$ cat src/design/npcm_pkg.sv
// npcm_pkg: shared constants, codes and types of the nearest point color map.
// No dependencies; npcm_if, npcm_dist and the top level import it.
package npcm_pkg;

    localparam int MAX_POINTS = 1024;
    localparam int IDX_W      = $clog2(MAX_POINTS);
    localparam int COORD_BITS = 16;
    localparam int COUNT_W    = 11;
    localparam int INDEX_FW   = 10;
    localparam int COLOR_W    = 32;
    localparam int DIST_W     = 2 * COORD_BITS + 2;

    localparam logic ACT_WRITE = 1'b0;
    localparam logic ACT_QUERY = 1'b1;

    typedef struct packed {
        logic signed [COORD_BITS-1:0] z;
        logic signed [COORD_BITS-1:0] y;
        logic signed [COORD_BITS-1:0] x;
    } t_pos;

    // candidate travelling down the distance pipeline
    typedef struct packed {
        logic               vld;
        logic               first;
        logic               last;
        logic [IDX_W-1:0]   idx;
        logic [COLOR_W-1:0] color;
    } t_tag;

endpackage

$ cat src/design/npcm_dist.sv
// npcm_dist: three-stage squared distance pipeline (abs diff, square, sum).
// Depends on npcm_pkg.
module npcm_dist import npcm_pkg::*; (
    input  logic              i_clk,
    input  logic              i_rst_n,
    input  t_tag              i_tag,
    input  t_pos              i_pt,
    input  t_pos              i_query,
    output t_tag              o_tag,
    output logic [DIST_W-1:0] o_dist
);

    localparam int CB = COORD_BITS;

    function automatic logic [CB-1:0] abs_diff(logic [CB-1:0] a, logic [CB-1:0] b);
        logic [CB:0] d;
        logic [CB:0] mag;
        d   = {a[CB-1], a} - {b[CB-1], b};
        mag = d[CB] ? (~d + 1'b1) : d;
        return mag[CB-1:0];
    endfunction

    logic [CB-1:0]     r_ab [3];
    logic [2*CB-1:0]   r_sq [3];
    logic [DIST_W-1:0] r_dist;
    t_tag              r_tag1, r_tag2, r_tag3;

    always_ff @(posedge i_clk) begin
        if (!i_rst_n) begin
            r_tag1 <= '0;
            r_tag2 <= '0;
            r_tag3 <= '0;
        end else begin
            r_tag1 <= i_tag;
            r_tag2 <= r_tag1;
            r_tag3 <= r_tag2;
        end
    end

    always_ff @(posedge i_clk) begin
        r_ab[0] <= abs_diff(i_query.x, i_pt.x);
        r_ab[1] <= abs_diff(i_query.y, i_pt.y);
        r_ab[2] <= abs_diff(i_query.z, i_pt.z);
        r_sq[0] <= r_ab[0] * r_ab[0];
        r_sq[1] <= r_ab[1] * r_ab[1];
        r_sq[2] <= r_ab[2] * r_ab[2];
        r_dist  <= DIST_W'(r_sq[0]) + DIST_W'(r_sq[1]) + DIST_W'(r_sq[2]);
    end

    assign o_tag  = r_tag3;
    assign o_dist = r_dist;

endmodule

$ cat config.mk
export PLATFORM = sky130hd
export DESIGN_NAME = npcm_dist
export DESIGN_NICKNAME = d
export VERILOG_FILES = /design/src/design/npcm_pkg.sv /design/src/design/npcm_dist.sv
export SDC_FILE = /design/constraint.sdc
export NUM_CORES = 2
export LEC_CHECK = 0
export ABC_AREA = 1
export BUFFER_PORTS_ARGS = -buffer_cell sky130_fd_sc_hd__buf_4
export CAP_MARGIN = 20
export CORE_MARGIN = 3
export CORE_UTILIZATION = 38
export DETAILED_ROUTE_END_ITERATION = 10
export PLACE_DENSITY = 0.51
export RECOVER_POWER = 100
export SETUP_SLACK_MARGIN = 0.15
export SLEW_MARGIN = 20
export SYNTH_ARGS = -nofsm -noshare
export SYNTH_HDL_FRONTEND = slang
export SYNTH_SLANG_ARGS = --single-unit
export TNS_END_PERCENT = 100
$ cat constraint.sdc
create_clock -name i_clk -period 14.5 [get_ports i_clk]
set_input_delay 2.9 -clock i_clk [delete_from_list [all_inputs] [get_ports i_clk]]
set_output_delay 2.9 -clock i_clk [all_outputs]
set_load 0.05 [all_outputs]
# Word level (Yosys, flattened, before mapping)
# Memories as Yosys holds them, arrays and structs flattened.
# Cells that the tools add are included.
# totals
regBits	169
latch_bits	0
ram_bits	144
romBits	0
inputBits	143
output_inout_bits	79
elab_cells	35
memories	2
# memory_table
memory	depth	width	rd	rd_clocked_by_memory_dff	write_ports	line	source
r_sq	3	32	3	0	3	npcm_dist.sv:24	logic [2*CB-1:0] r_sq [3];
r_ab	3	16	3	0	3	npcm_dist.sv:23	logic [CB-1:0] r_ab [3];
# op_classes
n_addsub	8
mul	3
div	0
order_cmp	0
eq_ne	0
shifts	0
mux	3
n_bitwise	3
n_reduce_logical	0
# op_table
operator	count
multiplier 16 x 16 -> 32 bit	3
subtractor 16 x 16 -> 17 bit	3
adder 16 x 1 -> 16 bit, second input constant	3
2-to-1 mux 16 bit	3
inverter 16 bit	3
adder 34 x 32 -> 34 bit	1
adder 32 x 32 -> 33 bit	1

# Logic depth before layout (Yosys ltp)
# logic_depth
depth_word	4
depth_mapped	29
ltp_nobuf	27

# Worst setup path before layout
# OpenSTA, ideal clock, no wires.
# synth_timing
kind	reg2reg
start	memory r_ab[0][29] (netlist name)
end	memory r_sq[0][61] (netlist name)
setup_time_ns	0.112
arrival_ns	5.353
required_time_ns	14.388
path_slack_ns	9.035
stages_incl_launch_ff	23
n_path_buf	2
period_less_slack_ns	5.465
path_cell_list	dfxtp_1 clkbuf_1 buf_1 nand2_1 fa_1 fa_1 inv_1 fa_1 fa_1 fa_1 inv_1 fa_1 inv_1 ha_1 a21oi_1 o21ai_0 a21oi_1 nand3_1 a21o_1 nand2_1 nand2_1 nand2_1 nand2_1
# synth_rtl
element	line
start, declared	npcm_dist.sv:23
end, declared	npcm_dist.sv:24

# Worst setup path after layout
# layout_timing
start	input port i_rst_n
end	register r_tag1[30] (netlist name)
# layout_rtl
element	line	source
start, declared	npcm_dist.sv:5	input logic i_rst_n,
end signal, assigned	npcm_dist.sv:34	r_tag1 <= i_tag;
end, declared	npcm_dist.sv:26	t_tag r_tag1, r_tag2, r_tag3;
# No word-level cell between the ends.

==> reports/metrics.cfg <==
[yosys]
synthTopCellsByCount = inv_1 (1,246), nand2_1 (988), fa_1 (521), ha_1 (384), dfxtp_1 (310)
synthFlopType = dfxtp_1
postSynthCellCount = 4466
synth_mux_area_share_pct = 0
netlist_area_sq_um = 35540
synth_xor_xnor_area_share_pct = 4.763
synth_seq_area_share_pct = 17.46
ys_top_cells_by_area = fa_1 (29%), dfxtp_1 (17%), ha_1 (14%)
synthAdderAreaFrac_pct = 42.86
synth-seq-cells = 310
synth_edf_count = 0
ys_async_sr_fraction_pct = 0
synth_top_area_cell = fa_1
avgSynthCellArea_sq_um = 7.958
yosysTopAreaCellShare_pct = 29.35
yosysMostFrequentCell = inv_1
synth.distinct_cells = 40
yosys_warnings = 0
synth_compound_area_share_pct = 5.252
synth_top_family_by_area = adder cells
yosys.area_share.simple_pct = 15.31

[place]
portBuffers = 221
pre_cts_ws_ns = 8.470
gp_congestion = 0.8757
placed_cells = 5828
hpwl_um = 69020
dpl_cell_area_sq_um = 38370

[die]
ios = 222
core_area_sq_um = 92220
initial_core_util_pct = 38.54
die-width_um = 311.8
rows = 111
die_h_um = 311.8
floorplan.die_area_sq_um = 97230

[clock_tree]
ctsHoldBuffers = 0
post_cts_resized = 0
insertion_delay_ns = 0.58
clk_pin_slew_ns = 0.06
cts_tree = done
cts_buffer_depth = 3
cts-root-buf = clkbuf_16
post_cts_buffers = 0
cts_buffers = 39
cts_max_level = 2
cts.sinks = 310

[finish]
final_area_sq_um = 39310
nets = 5674
area_growth_pct = 10.59
n_antenna_cell = 0
drive_above_1_share_pct = 4.729
fin_cells = 5895

[routing]
drt-pass1-iter-count = 5
avgViaCountPerCell = 4.467
drtIter0Drc = 1437
ant_nets = 0
vias = 26330
wl_um = 81270
avgRoutedWirePerCell_um = 13.79
drc = 0

[min_path]
hp-start = r_tag2[9]
hold_class = flip-flop to flip-flop

[timing]
max_slew_margin_pct = -102.9
fin_crit_sh_pct = 44.98
worst_slack_ns = 7.978
grt_setup_unrepaired = no
tightest_slew_ns = 3.044
drv_slew = 138
finalSetupTns_ns = 0
setup_viol = 0
fmaxAchievable_ghz = 0.1533
finalClockSkew_ns = 0.02757
finalHoldViolCount = 0
post-route-min-period_ns = 6.522

[setup_path]
path_max_fanout = 79
arrival_ns = 7.02
cp-start-kind = primary input
critical_path_class = primary input to flip-flop
worstPathRequired_ns = 15.00
r2r-start = r_ab[0][13]
rrSetupSlack_ns = 8.46
endpoint = r_tag1[30]
reg2reg_depth = 21
cp-startpoint = i_rst_n
cp-end-kind = flip-flop
r2r-end = r_sq[0][31]

[grt]
grt-ovfl-total = 0
grt_pass1_vias = 27250
grt_max_degree = 80
grt_usage_pct = 17.23
antenna_found_initial = 0
grt_pass1_wl_um = 137700

[flow_run]
drv_cap = 2

[run_status]
status = finished, violations left
violations = max-capacitance violations, max-slew violations

==> metrics by stage <==
step	utilization [%]	hold slack [ns]
floorplan	-	0.3290
global placement	41.61	0.3879
detailed placement	41.61	0.3966
CTS	43.02	0.4082
global route	42.62	0.4215
finish	42.62	0.4068
==> worst min path at each step <==
stage / endpoint / slack, ns / cells past startpoint
floorplan: r_sq[0][0] / 0.33 / 0
global placement: o_tag[9] / 0.39 / 2
detailed placement: o_tag[9] / 0.40 / 2
CTS: o_tag[9] / 0.41 / 2
global route: r_tag2[0] / 0.42 / 2
finish: o_tag[9] / 0.41 / 2
==> per-layer routing <==
layer | track usage, % | up-vias | routed length, um
met5 | 0 | - | 0
met4 | 4.141 | 0 | 1690
met3 | 1.769 | 73 | 3176
met2 | 28.46 | 448 | 37240
met1 | 24.29 | 12420 | 39170
li1 | - | 13400 | -
==> worst max-delay path, stage by stage <==
cell and delay, ns:
clkbuf_1 1.51, clkbuf_1 2.24, nand2_1 0.21, inv_1 0.12
==> cell type report <==
class,count,area [sq um]
Multi-Input combinational cell,2805,24190
Sequential cell,310,6206
Clock buffer,48,1051
Inverter,1246,4677
Fill cell,9657,52910
Tap cell,1243,1555
Timing Repair Buffer,224,1374
Clock inverter,19,254.0
==> layout by cell type, fill, tap and decap left out, drive strengths merged, types with 7 or more instances in the layout <==
cell,count
buf,139
nor3,26
xor2,131
dfxtp,310
a21boi,8
clkinv,7
inv,1252
fa,521
ha,384
nand3,103
a31oi,13
nand4,21
or2,8
o21a,8
o21ai,86
clkbuf,133
a21o,14
xnor2,58
nor2,206
nand2,998
o21bai,15
a21oi,177
==> flip-flops by register name, indices dropped and copies added, names as in the netlist <==
signal / cells
o_tag: 45
r_tag2: 45
r_tag1: 45
o_dist: 34
r_sq: 93
r_ab: 48
==> kinds of logic (layout without fill, tap and decap cells) <==
logic type / count (synthesis) / in the layout
and+or+nand+nor: 1372 / 1372
AOI/OAI and AO/OA: 336 / 336
other: 1 / 3
xor gates and xnor gates: 189 / 189
buffers and inverters: 1353 / 1537
adders and majority gates: 905 / 905
DFF: 310 / 310
Power is left out: the tool's default activity adds up to more than one toggle a clock period on the data nets, which glitch-free logic cannot reach.
